[config.mk]
export PLATFORM = sky130hd
export DESIGN_NAME = type_length_message_deframer
export DESIGN_NICKNAME = d
export VERILOG_FILES = /design/src/sv/tlmd_pkg.sv /design/src/sv/tlmd_cfg.sv /design/src/sv/tlmd_parser.sv /design/src/sv/tlmd_out_buf.sv /design/src/sv/type_length_message_deframer.sv
export SDC_FILE = /design/constraint.sdc
export NUM_CORES = 1
export LEC_CHECK = 0
export BUFFER_PORTS_ARGS = -buffer_cell sky130_fd_sc_hd__buf_2
export CORE_MARGIN = 3
export CORE_UTILIZATION = 50
export CTS_BUF_LIST = sky130_fd_sc_hd__clkbuf_16
export DETAILED_ROUTE_END_ITERATION = 7
export PLACE_DENSITY = 0.8
export SETUP_SLACK_MARGIN = 0.4
export SLEW_MARGIN = 20
export SYNTH_ARGS = -nofsm -noshare
export SYNTH_HDL_FRONTEND = slang
export SYNTH_HIERARCHICAL = 1
export SYNTH_SLANG_ARGS = --single-unit
[constraint.sdc]
create_clock -name clk -period 8.5 [get_ports clk]
set_clock_uncertainty 0.1 [all_clocks]
set_input_delay 0.85 -clock clk [delete_from_list [all_inputs] [get_ports clk]]
set_output_delay 0.85 -clock clk [all_outputs]
set_load 0.01 [all_outputs]
[src/sv/tlmd_pkg.sv]
// ----------------------------------------------------------------------------
// tlmd_pkg
// shared types and constants for the type-length message deframer
// ----------------------------------------------------------------------------
package tlmd_pkg;

  localparam int unsigned HDR_BYTES = 5;
  localparam int unsigned CNT_W     = 3;
  localparam int unsigned LEN_W     = 32;
  localparam int unsigned LIMIT_W   = 9;
  localparam int unsigned ADDR_W    = 3;
  localparam int unsigned DATA_W    = 32;

  localparam logic [1:0] ST_BODY     = 2'd0;
  localparam logic [1:0] ST_BAD_TYPE = 2'd1;
  localparam logic [1:0] ST_ZERO_LEN = 2'd2;

  localparam logic [CNT_W-1:0] HDR_CNT_TYPE = CNT_W'(0);
  localparam logic [CNT_W-1:0] HDR_CNT_DONE = CNT_W'(HDR_BYTES);

  localparam logic [LIMIT_W-1:0] TYPE_LIMIT_RST = LIMIT_W'(256);

  localparam logic REG_TYPE_LIMIT = 1'b0;

  typedef struct packed {
    logic [1:0]       status;
    logic [7:0]       msg_type;
    logic [LEN_W-1:0] message_length;
    logic [7:0]       payload_byte;
    logic             last_byte;
  } tlmd_result_t;

endpackage

[src/sv/tlmd_cfg.sv]
// ----------------------------------------------------------------------------
// tlmd_cfg
// apb-style register slave holding the type limit
// ----------------------------------------------------------------------------
module tlmd_cfg import tlmd_pkg::*; (
  input  logic               clk,
  input  logic               rst_n,
  input  logic               cfg_psel,
  input  logic               cfg_penable,
  input  logic               cfg_pwrite,
  input  logic [ADDR_W-1:0]  cfg_paddr,
  input  logic [DATA_W-1:0]  cfg_pwdata,
  output logic [DATA_W-1:0]  cfg_prdata,
  output logic               cfg_pready,
  output logic [LIMIT_W-1:0] type_limit
);

  logic [LIMIT_W-1:0] type_limit_r;
  logic [LIMIT_W-1:0] type_limit_nxt;
  logic               reg_sel;

  assign reg_sel    = (cfg_paddr[ADDR_W-1] == REG_TYPE_LIMIT);
  assign cfg_pready = 1'b1;

  always_comb begin
    type_limit_nxt = type_limit_r;
    if (cfg_psel && cfg_penable && cfg_pwrite && reg_sel) begin
      type_limit_nxt = cfg_pwdata[LIMIT_W-1:0];
    end
  end

  always_ff @(posedge clk) begin
    if (!rst_n) begin
      type_limit_r <= TYPE_LIMIT_RST;
    end else begin
      type_limit_r <= type_limit_nxt;
    end
  end

  assign cfg_prdata = reg_sel ? DATA_W'(type_limit_r) : '0;
  assign type_limit = type_limit_r;

endmodule

[src/sv/tlmd_parser.sv]
// ----------------------------------------------------------------------------
// tlmd_parser
// header collection, header checks and body byte tagging
// ----------------------------------------------------------------------------
module tlmd_parser import tlmd_pkg::*; (
  input  logic               clk,
  input  logic               rst_n,
  input  logic               accept,
  input  logic [7:0]         data_byte,
  input  logic [LIMIT_W-1:0] type_limit,
  output logic               res_valid,
  output tlmd_result_t       res
);

  logic [CNT_W-1:0] header_count_r, header_count_nxt;
  logic [7:0]       held_type_r, held_type_nxt;
  logic [LEN_W-1:0] held_length_r, held_length_nxt;
  logic [LEN_W-1:0] body_count_r, body_count_nxt;
  logic [CNT_W-1:0] hdr_inc;
  logic [LEN_W-1:0] body_inc;
  logic             bad_type;
  logic             is_last;

  assign hdr_inc  = header_count_r + CNT_W'(1);
  assign body_inc = body_count_r + LEN_W'(1);
  assign is_last  = (body_inc == held_length_r);
  assign bad_type = (held_type_r == 8'd0) || ({1'b0, held_type_r} >= type_limit);

  always_comb begin
    header_count_nxt   = header_count_r;
    held_type_nxt      = held_type_r;
    held_length_nxt    = held_length_r;
    body_count_nxt     = body_count_r;
    res_valid          = 1'b0;
    res.status         = ST_BODY;
    res.payload_byte   = 8'd0;
    res.last_byte      = 1'b0;
    if (header_count_r < HDR_CNT_DONE) begin
      if (header_count_r == HDR_CNT_TYPE) begin
        held_type_nxt   = data_byte;
        held_length_nxt = '0;
      end else begin
        held_length_nxt = {held_length_r[LEN_W-9:0], data_byte};
      end
      header_count_nxt = hdr_inc;
      body_count_nxt   = '0;
      if (hdr_inc == HDR_CNT_DONE) begin
        if (bad_type) begin
          header_count_nxt = HDR_CNT_TYPE;
          res_valid        = accept;
          res.status       = ST_BAD_TYPE;
        end else if (held_length_nxt == '0) begin
          header_count_nxt = HDR_CNT_TYPE;
          res_valid        = accept;
          res.status       = ST_ZERO_LEN;
        end
      end
    end else begin
      body_count_nxt   = body_inc;
      res_valid        = accept;
      res.payload_byte = data_byte;
      res.last_byte    = is_last;
      if (is_last) begin
        header_count_nxt = HDR_CNT_TYPE;
        body_count_nxt   = '0;
      end
    end
    res.msg_type       = held_type_nxt;
    res.message_length = held_length_nxt;
  end

  always_ff @(posedge clk) begin
    if (!rst_n) begin
      header_count_r <= HDR_CNT_TYPE;
      held_type_r    <= '0;
      held_length_r  <= '0;
      body_count_r   <= '0;
    end else if (accept) begin
      header_count_r <= header_count_nxt;
      held_type_r    <= held_type_nxt;
      held_length_r  <= held_length_nxt;
      body_count_r   <= body_count_nxt;
    end
  end

endmodule

[src/sv/tlmd_out_buf.sv]
// ----------------------------------------------------------------------------
// tlmd_out_buf
// result register with a skid entry so input keeps flowing under stall
// ----------------------------------------------------------------------------
module tlmd_out_buf import tlmd_pkg::*; (
  input  logic         clk,
  input  logic         rst_n,
  input  logic         push,
  input  tlmd_result_t push_data,
  output logic         full,
  output logic         out_valid,
  input  logic         out_stall,
  output tlmd_result_t out_data
);

  logic         out_valid_r, out_valid_nxt;
  logic         skid_valid_r, skid_valid_nxt;
  tlmd_result_t out_data_r, out_data_nxt;
  tlmd_result_t skid_data_r, skid_data_nxt;
  logic         take;

  assign take = out_valid_r && !out_stall;

  always_comb begin
    out_valid_nxt  = out_valid_r;
    out_data_nxt   = out_data_r;
    skid_valid_nxt = skid_valid_r;
    skid_data_nxt  = skid_data_r;
    if (skid_valid_r) begin
      if (take) begin
        out_data_nxt   = skid_data_r;
        skid_valid_nxt = 1'b0;
      end
    end else if (!out_valid_r || take) begin
      out_valid_nxt = push;
      out_data_nxt  = push_data;
    end else if (push) begin
      skid_valid_nxt = 1'b1;
      skid_data_nxt  = push_data;
    end
  end

  always_ff @(posedge clk) begin
    if (!rst_n) begin
      out_valid_r  <= 1'b0;
      skid_valid_r <= 1'b0;
    end else begin
      out_valid_r  <= out_valid_nxt;
      skid_valid_r <= skid_valid_nxt;
    end
  end

  always_ff @(posedge clk) begin
    out_data_r  <= out_data_nxt;
    skid_data_r <= skid_data_nxt;
  end

  assign full      = skid_valid_r;
  assign out_valid = out_valid_r;
  assign out_data  = out_data_r;

endmodule

[src/sv/type_length_message_deframer.sv]
// ----------------------------------------------------------------------------
// type_length_message_deframer
// splits a byte stream into type, 32-bit big-endian length and body bytes
// ----------------------------------------------------------------------------
// one byte is taken per cycle while in_stall is low, and results are given
// from the result register; header bytes give no result except an error on
// the fifth, body bytes give one each. a two-entry result buffer (result
// register plus skid entry) sets the rate under stall: in_stall rises only
// when both entries hold untaken results. the type limit register sits at
// byte address 0 of the apb-style port and resets to 256.
module type_length_message_deframer import tlmd_pkg::*; (
  input  logic              clk,
  input  logic              rst_n,
  input  logic              in_valid,
  output logic              in_stall,
  input  logic [7:0]        in_data_byte,
  output logic              out_valid,
  input  logic              out_stall,
  output logic [1:0]        out_status,
  output logic [7:0]        out_msg_type,
  output logic [LEN_W-1:0]  out_message_length,
  output logic [7:0]        out_payload_byte,
  output logic              out_last_byte,
  input  logic              cfg_psel,
  input  logic              cfg_penable,
  input  logic              cfg_pwrite,
  input  logic [ADDR_W-1:0] cfg_paddr,
  input  logic [DATA_W-1:0] cfg_pwdata,
  output logic [DATA_W-1:0] cfg_prdata,
  output logic              cfg_pready
);

  logic               accept;
  logic               res_valid;
  logic               buf_full;
  logic [LIMIT_W-1:0] type_limit;
  tlmd_result_t       res;
  tlmd_result_t       out_data;

  assign in_stall = buf_full;
  assign accept   = in_valid && !buf_full;

  tlmd_cfg u_cfg (
    .clk         (clk),
    .rst_n       (rst_n),
    .cfg_psel    (cfg_psel),
    .cfg_penable (cfg_penable),
    .cfg_pwrite  (cfg_pwrite),
    .cfg_paddr   (cfg_paddr),
    .cfg_pwdata  (cfg_pwdata),
    .cfg_prdata  (cfg_prdata),
    .cfg_pready  (cfg_pready),
    .type_limit  (type_limit)
  );

  tlmd_parser u_parser (
    .clk        (clk),
    .rst_n      (rst_n),
    .accept     (accept),
    .data_byte  (in_data_byte),
    .type_limit (type_limit),
    .res_valid  (res_valid),
    .res        (res)
  );

  tlmd_out_buf u_out_buf (
    .clk       (clk),
    .rst_n     (rst_n),
    .push      (res_valid),
    .push_data (res),
    .full      (buf_full),
    .out_valid (out_valid),
    .out_stall (out_stall),
    .out_data  (out_data)
  );

  assign out_status         = out_data.status;
  assign out_msg_type       = out_data.msg_type;
  assign out_message_length = out_data.message_length;
  assign out_payload_byte   = out_data.payload_byte;
  assign out_last_byte      = out_data.last_byte;

endmodule

==> results.ini, run 1 <==
[floorplan]
num_rows=51
die_w_um=148
die_h_um=148
dieArea_um2=21900
start_util_pct=51.3
ioPinCount=136
core-area_um2=19700

[cells_and_area]
post_route_cells_drive_above_1_share_pct=20.5
n_antenna_cell=0
layout_commonest_cell=nand2_1
nFillCells=1658
synthToLayoutAreaGrowth_pct=9.20
num-nets-final=1062
final_cells=1279
multiInputGateArea_um2=4810
stdcell_area_um2=11000
regArea_um2=4790
final_cell_mix=123 x nand2_1, 102 x edfxtp_1, 86 x buf_2

[grt]
grt.overflow.total=0
antenna_found_initial=0
grt_usage_pct=20.3
grt_pass1_vias=6804
grt_pass1_wl_um=35700
grt_max_degree=67

[clock_tree]
post_cts_resized=0
ctsLongestPathBuffers=2
cts_tree=built
cts_sinks=188
post_cts_buffers=0
clockRootBuffer=clkbuf_16
cts.clk_slew.worst_paths_ns=0.07
numCtsBuffers=17
cts_hold_buf=0
clock_latency_ns=0.43
htree_num_levels=4

[place]
place_hpwl_um=15600
place_area_um2=10500
dp_cells=1247
place_congestion=0.944
io_buffers=86

[worst_setup_path]
crit_path_start_kind=flop
crit_type=flop to flop
critPathRequiredTime_ns=8.69
crit_fanout=12
reg2regPathDepth=9
cp.arrival_ns=4.59
end_kind=flop

[power]
ir_worst_vdd_uv=113
leakage_nw=4.70
power-per-cell-area_nw_per_um2=178
total_power_mw=1.96

[routing]
vias=7410
drc_errors=0
drt_pre_antenna_iters=5
vias_per_cell=5.79
initialDrtViolationCount=654
wl_um=22300
wl_per_cell_um=17.5
ant_nets=0

[timing]
holdWs_ns=0.373
finalSetupViolations=0
relSlewSlack_pct=30.4
slew_viol_final=0
grt_setup_unrepaired=no
worst_pin_slew_ns=1.04
post-route-period-util_pct=51.8
setup_tns_ns=0
layout_min_cycle_time_ns=4.40
fmax_mhz=227
hold_violations=0

[synth]
yosys_warnings=6
synthArstFlopShare_pct=0
synth_ff_type=edfxtp_1
synth_edf_count=102
ys_ff_latch=188
synth.avg_cell_area_um2=10.6
synth_cells=954
yosysSeqAreaShare_pct=47.5
synth_cell_types=75
syn-cell-area_um2=10100

[worst_hold_path]
min_path_cells=2
hp-class=flop to flop

[run_status]
status=finished, final reports clean

[flow_run]
maxCapViolations=0

layout make-up:
| type | instances | area share (%) |
|---|---|---|
| clock buffers | 17 | 3.87 |
| clock inverters | 15 | 0.932 |
| inverters | 15 | 0.512 |
| multi-input cells | 685 | 43.7 |
| flip-flops and latches | 188 | 43.5 |
| well taps | 265 | 3.01 |
| repair buffers | 94 | 4.46 |
synthesized netlist by cell type, drive strengths merged (15+ instances only):
library cell	number	share of area, %
nand2	124	4.6
edfxtp	102	30
dfxtp	86	17
nand3	83	4.1
mux2	61	8.6
buf	45	3.6
clkbuf	43	1.6
nor2	42	1.6
o211a	33	3.3
xnor2	31	2.7
xor2	23	2.0
nand4	22	1.4
and2	21	1.3
mux2i	20	2.0
nor4	19	1.5
nor2b	17	1.1
inv	15	0.56
logic make-up after synthesis:
group	after synthesis	synth area share [%]
xor+xnor	54	4.69
other cells	2	0.0745
compound gates	119	9.19
fa+ha+maj	11	1.37
simple gates	396	20.8
flops	188	47.5
mux	81	10.6
buf+inv	103	5.85
flip-flops by register name, summed over array words and instances (netlist names):
signal                   count
u_out_buf/out_valid          1
u_parser/header_count_r      3
u_out_buf/skid_data_r       51
u_parser/body_count_r       32
u_parser/held_length_r      32
u_cfg/type_limit             9
u_parser/held_type_r         8
u_out_buf/full               1
u_out_buf/out_data          51
power by group:
part | internal, mW | switching [mW] | total, mW | leakage (nW)
combinational | 0.0986 | 0.124 | 0.223 | 2.65
sequential | 0.995 | 0.0290 | 1.02 | 1.79
clock | 0.374 | 0.340 | 0.714 | 0.263
total | 1.47 | 0.493 | 1.96 | 4.70
metal layers:
layer / vias to the layer above / GRT usage, % / wire, um / share of wire [%]
met5: - / 0 / 0 / 0
met3: 47 / 2.58 / 1410 / 6.3
met1: 3537 / 27.7 / 9690 / 43
met2: 300 / 33.0 / 10600 / 48
met4: 0 / 8.27 / 615 / 2.8
li1: 3526 / - / - / -
path summary, 6_finish.rpt:
path                                  from                        to  slack [ns]
setup / recovery  u_parser/body_count_r[4]  u_parser/body_count_r[9]        4.10
hold reg to reg        u_cfg/type_limit[3]       u_cfg/type_limit[3]        0.37
setup reg to reg  u_parser/body_count_r[4]  u_parser/body_count_r[9]        4.10
hold / removal         u_cfg/type_limit[3]       u_cfg/type_limit[3]        0.37
through the flow:
stage                     utilization (%)  worst slack [ns]
after floorplan                         -              3.87
after detailed placement             53.3              4.19
after global routing                 56.0              3.87
final                                56.0              4.10
after global placement               53.3              4.22
after CTS                            56.0              4.18
critical path: stages (launching register included):
cell and delay, ns:
dfxtp_1 0.45, nand3_1 0.50, nor4_2 0.72, and3_1 0.37, mux2_2 0.38, or4b_1 0.52
nor4_4 0.54, nor2_1 0.34, a31oi_1 0.24, o31ai_1 0.09
No activity file was read; power rests on OpenSTA's default activity.
==> run 2, diff against run 1 <==
Clock period 8.5 ns to 4.45 ns, I/O delays scaled along.
==> results.ini, run 2 (synthesis results as in run 1) <==
[worst_setup_path]
crit_type=flop to flop
critPathRequiredTime_ns=4.66
cp.arrival_ns=4.00
cp_cell_sequence=nand4_1 -> nor4_4 -> nand3_1 -> xnor2_1 -> or4b_1 -> nor4_4 -> buf_4 -> nand2b_1 -> and2_1 -> o22ai_1
r2r_end=u_parser/header_count_r[0]
cp_slowest_cell=nor4_4
r2r_start=u_parser/body_count_r[8]
cpMostUsedCell=nor4_4
reg2reg_slack_ns=0.66
reg2regPathDepth=10
crit_fanout=8
slowest_delay_ns=0.56
end_kind=flop
crit_path_start_kind=flop

[routing]
ant_nets=0
wl_per_cell_um=17.8
drc_errors=0
drt_pre_antenna_iters=6
vias_per_cell=5.75
initialDrtViolationCount=652
vias=7421
wl_um=22900

[cells_and_area]
synthToLayoutAreaGrowth_pct=10.8
layout_commonest_cell=nand2_1
post_route_cells_drive_above_1_share_pct=21.3
num-nets-final=1074
fin_util_pct=56.8
final_cells=1291
n_antenna_cell=0
final_cell_mix=123 x nand2_1, 102 x edfxtp_1, 86 x buf_2

[grt]
grt_pass1_wl_um=37100
grt.overflow.total=0
grt_max_degree=60
grt_usage_pct=21.1
grt_pass1_vias=7091
antenna_found_initial=0

[clock_tree]
ctsLongestPathBuffers=2
cts_sinks=188
cts.clk_slew.worst_paths_ns=0.07
clockRootBuffer=clkbuf_16
numCtsBuffers=17
clock_latency_ns=0.43
htree_num_levels=4
cts_tree=built
cts_hold_buf=0

[timing]
relSlewSlack_pct=32.7
layout_min_cycle_time_ns=3.79
fmax_mhz=264
hold_violations=0
setup_tns_ns=0
post-route-period-util_pct=85.2
finalSetupViolations=0
slew_viol_final=0
worst_pin_slew_ns=1.01
grt_setup_unrepaired=no

[power]
combPwrFrac_pct=11.1
power_frac_seq_pct=50.2
power-per-cell-area_nw_per_um2=349
pwr-share-clk_pct=38.7
p_switching_mw=0.929
p_int_mw=2.97
ir_worst_vdd_uv=183
leakage_nw=4.81
swShare_pct=23.8
total_power_mw=3.90

[floorplan]
dieArea_um2=21900
start_util_pct=51.3
die_h_um=148
core-area_um2=19700
ioPinCount=136
num_rows=51
die_w_um=148

[place]
place_hpwl_um=16200
io_buffers=86
place_congestion=0.976
dp_cells=1257

[worst_hold_path]
hp-class=input port to flop
min_path_cells=3
hold_path_startpoint=cfg_pwdata[4]
min_to=u_cfg/type_limit[4]

[run_status]
status=finished, final reports clean

[flow_run]
maxCapViolations=0

-- run 2: worst max-delay path by stage --
stage / from / end / slack [ns] / cells past startpoint
after global routing: u_parser/body_count_r[8] / u_parser/header_count_r[0] / 0.42 / 10
after detailed placement: u_parser/body_count_r[0] / u_parser/body_count_r[10] / 0.53 / 10
after floorplan: u_out_buf/full / u_out_buf/out_data[0] / 0.67 / 3
final: u_parser/body_count_r[8] / u_parser/header_count_r[0] / 0.66 / 10
after global placement: u_parser/body_count_r[0] / u_parser/body_count_r[24] / 0.60 / 10
after CTS: u_parser/body_count_r[0] / u_parser/body_count_r[10] / 0.50 / 10
-- run 2: repair_timing --
action | in CTS | in global routing
setup buffers | 0 | 2
endpoints found under the setup margin | 0 | 33
resized for setup | 0 | 2
-- run 2: per-stage QoR --
| stage | setup slack [ns] | hold slack (ns) | area (um2) |
|---|---|---|---|
| 6_report | 0.659 | 0.157 | 11200 |
| 5_1_grt | 0.415 | 0.152 | 11200 |
| 4_1_cts | 0.497 | 0.147 | 11100 |
| 3_5_place_dp | 0.532 | 0.365 | 10600 |
| 3_3_place_gp | 0.597 | 0.356 | 10600 |
| 2_1_floorplan | 0.671 | 0.344 | 10200 |
-- run 2: final cells by class --
type | count | area, um2
inverters | 15 | 56.3
repair buffers | 106 | 581
fillers | 1641 | 8480
flip-flops and latches | 188 | 4790
multi-input cells | 685 | 4830
well taps | 265 | 332
clock buffers | 17 | 425
clock inverters | 15 | 160
-- run 2: layer usage --
metal,part of all wire [%],vias to the layer above,track usage [%]
met5,0,-,0
met4,1.8,0,6.70
li1,-,3548,-
met3,5.6,32,2.76
met1,44,3587,28.5
met2,49,254,35.6
-- run 2: critical path, delay by kind of cell (launching register included) --
kind | cells | cell delay [ns]
AND/OR/NAND/NOR | 7 | 2.47
flip-flops | 1 | 0.50
XOR/XNOR | 1 | 0.31
buffers and inverters | 1 | 0.20
AO/OA/AOI/OAI | 1 | 0.09
-- run 2: power groups by stage --
| stage | Clock, mW | Combinational [mW] | Sequential, mW |
|---|---|---|---|
| 4_1_cts | 1.53 | 0.429 | 1.96 |
| 2_1_floorplan | 0 | 0.298 | 2.00 |
| 6_report | 1.51 | 0.431 | 1.96 |
| 5_1_grt | 1.61 | 0.471 | 1.96 |
| 3_3_place_gp | 0 | 0.414 | 1.99 |
| 3_5_place_dp | 0 | 0.425 | 1.99 |
==> run 3, diff against run 2 <==
Settings changed: ABC_AREA from default to 1, CAP_MARGIN from default to 10, RECOVER_POWER from default to 25.
==> results.ini, run 3 <==
[run_status]
status=finished, violations left
violations=capacitance limit, slew limit

[worst_setup_path]
cp.arrival_ns=3.51
reg2reg_slack_ns=1.15
crit_path_start_kind=flop
cp_slowest_cell=nand3_4
r2r_end=u_parser/header_count_r[1]
critPathRequiredTime_ns=4.66
crit_type=flop to flop
cp_cell_sequence=ha_1 -> nand2_1 -> nor2_4 -> nand2_2 -> nor2_1 -> nand2_1 -> nand3_1 -> nand2_1 -> nor2_1 -> nand3_1 -> nor2_1 -> nand3_4 -> nand2_2 -> nand2_1 -> nand3_1 -> nand2_1
critPathTopFamily=simple AND/OR/NAND/NOR gates
critical_path_buf_inv_count=0
slowest_delay_ns=0.44
r2r_start=u_parser/body_count_r[0]
cpMostUsedCell=nand2_1
reg2regPathDepth=16
end_kind=flop
crit_fanout=32

[synth]
muxShareOfSynthArea_pct=0
synth_compound_area_share_pct=11.2
yosys_warnings=6
yosysMostFrequentCell=nand2_1
synth_ff_type=edfxtp_1
synth_common_cells=397 x nand2_1, 165 x inv_1, 128 x nor2_1, 117 x o21ai_0, 102 x edfxtp_1
synth.area.top_cells=edfxtp_1 30%, dfxtp_1 17%, nand2_1 15%
yosysTopAreaCell=edfxtp_1
syn-cell-area_um2=10200
synthSimpleGateAreaFrac_pct=29.0
synthAdderAreaFrac_pct=1.35
yosysSeqAreaShare_pct=46.8
synth_edf_count=102
synth.top_cell.area_share_pct=29.9
synth_top_family_by_area=simple AND/OR/NAND/NOR gates
synthXorXnorAreaFrac_pct=0.942
synth_cell_types=40
synthArstFlopShare_pct=0
synth_cells=1365
ys_ff_latch=188
synth.avg_cell_area_um2=7.50

[clock_tree]
clock_latency_ns=0.43
clockRootBuffer=clkbuf_16
cts.clk_slew.worst_paths_ns=0.08
post_cts_resized=0
numCtsBuffers=17
post_cts_buffers=0
htree_num_levels=4
cts_sinks=188
ctsLongestPathBuffers=2
cts_hold_buf=0
cts_tree=built

[power]
swShare_pct=28.8
pwr-share-clk_pct=37.1
power_frac_seq_pct=49.8
p_int_mw=2.86
leakage_nw=4.82
power-per-cell-area_nw_per_um2=357
combPwrFrac_pct=13.1
total_power_mw=4.01
p_switching_mw=1.15
ir_worst_vdd_uv=224

[worst_hold_path]
hp-class=input port to flop
min_path_cells=3
hold_path_startpoint=cfg_pwdata[8]
min_to=u_cfg/type_limit[8]

[place]
place_area_um2=10700
place_hpwl_um=17500
place_congestion=0.935
io_buffers=86

[grt]
grt_usage_pct=22.1
antenna_found_initial=0
grt_pass1_vias=7773
grt.overflow.total=0
grt_max_degree=78
grt_pass1_wl_um=39500

[cells_and_area]
fin_util_pct=56.8
post_route_cells_drive_above_1_share_pct=7.39
final_cell_mix=397 x nand2_1, 165 x inv_1, 126 x nor2_1
stdcell_area_um2=11200
nFillCells=1841
synthToLayoutAreaGrowth_pct=9.76
multiInputGateArea_um2=4460
layout_commonest_cell=nand2_1
num-nets-final=1482
regArea_um2=4790
n_antenna_cell=0

[routing]
vias_per_cell=5.23
drc_errors=0
drt_pre_antenna_iters=5
initialDrtViolationCount=1040
vias=8889
wl_um=24600
wl_per_cell_um=14.5
ant_nets=0

[floorplan]
die_h_um=149
ioPinCount=136
core-area_um2=19800
die_w_um=149
dieArea_um2=22200
start_util_pct=51.7
num_rows=51

[timing]
layout_min_cycle_time_ns=3.30
slew_viol_final=48
holdWs_ns=0.132
relSlewSlack_pct=-37.0
post-route-period-util_pct=74.0
worst_pin_slew_ns=2.06
hold_violations=0
finalSetupViolations=0
grt_setup_unrepaired=no
fmax_mhz=303
setup_tns_ns=0

[flow_run]
maxCapViolations=1

run 3: cell count changes after synthesis, sizes merged, moves of 18 or more:
| cell | before | now |
|---|---|---|
| o211a | 33 | 0 |
| o21ai | 11 | 119 |
| and2 | 21 | 3 |
| inv | 15 | 167 |
| nor2 | 42 | 143 |
| mux2 | 61 | 0 |
| mux2i | 20 | 0 |
| nand2 | 124 | 404 |
| xnor2 | 31 | 4 |
| a21oi | 11 | 93 |
| nand3 | 83 | 105 |
run 3: cell families after synthesis:
group                      Yosys count
adders and majority gates           11
AOI/OAI and AO/OA                  222
DFF                                188
buffers and inverters              248
xor gates and xnor gates            11
and+or+nand+nor                    683
other                                2
run 3: worst max path at each step:
stage,startpoint,to,slack [ns],depth (start not counted)
after floorplan,u_parser/header_count_r[2],u_out_buf/skid_data_r[0],0.97,9
after global placement,u_parser/body_count_r[0],u_parser/header_count_r[1],1.31,18
after detailed placement,u_parser/body_count_r[0],u_parser/header_count_r[1],1.24,16
after CTS,u_parser/body_count_r[0],u_parser/header_count_r[1],1.20,16
after global routing,u_parser/body_count_r[0],u_parser/header_count_r[1],0.91,16
final,u_parser/body_count_r[0],u_parser/header_count_r[1],1.15,16
run 3: through the flow:
stage	worst slack [ns]	cells
after global routing	0.913	1699
after floorplan	0.973	1387
final	1.15	1699
after detailed placement	1.24	1667
after global placement	1.31	1667
after CTS	1.20	1699
run 3: area by class of cell:
class / instances / share of cell area [%]
Clock buffer: 17 / 3.79
Timing Repair Buffer: 95 / 3.82
Clock inverter: 15 / 1.48
Tap cell: 265 / 2.95
Sequential cell: 188 / 42.6
Multi-Input combinational cell: 951 / 39.7
Inverter: 168 / 5.64
run 3: power groups by stage:
stage	clock, mW	sequential (mW)	combinational, mW
finish	1.49	2.00	0.525
global placement	0	2.03	0.523
floorplan	0	2.06	0.344
CTS	1.51	2.00	0.540
global route	1.60	2.01	0.596
detailed placement	0	2.03	0.535
run 3: worst register-to-register path, cell delays in order (launching register included):
cell	delay, ns
dfxtp_1	0.43
ha_1	0.23
nand2_1	0.16
nor2_4	0.20
nand2_2	0.13
nor2_1	0.31
nand2_1	0.12
nand3_1	0.09
nand2_1	0.08
nor2_1	0.10
nand3_1	0.08
nor2_1	0.23
nand3_4	0.44
nand2_2	0.24
nand2_1	0.09
nand3_1	0.10
nand2_1	0.07
run 3: metal layers:
metal  global-route usage, %  routed length (um)  vias to the layer above
li1                        -                   -                     4496
met1                    31.7               11100                     4024
met2                    34.7               11200                      334
met3                    3.34                1680                       35
met4                    6.86                 599                        0
met5                       0                   0                        -
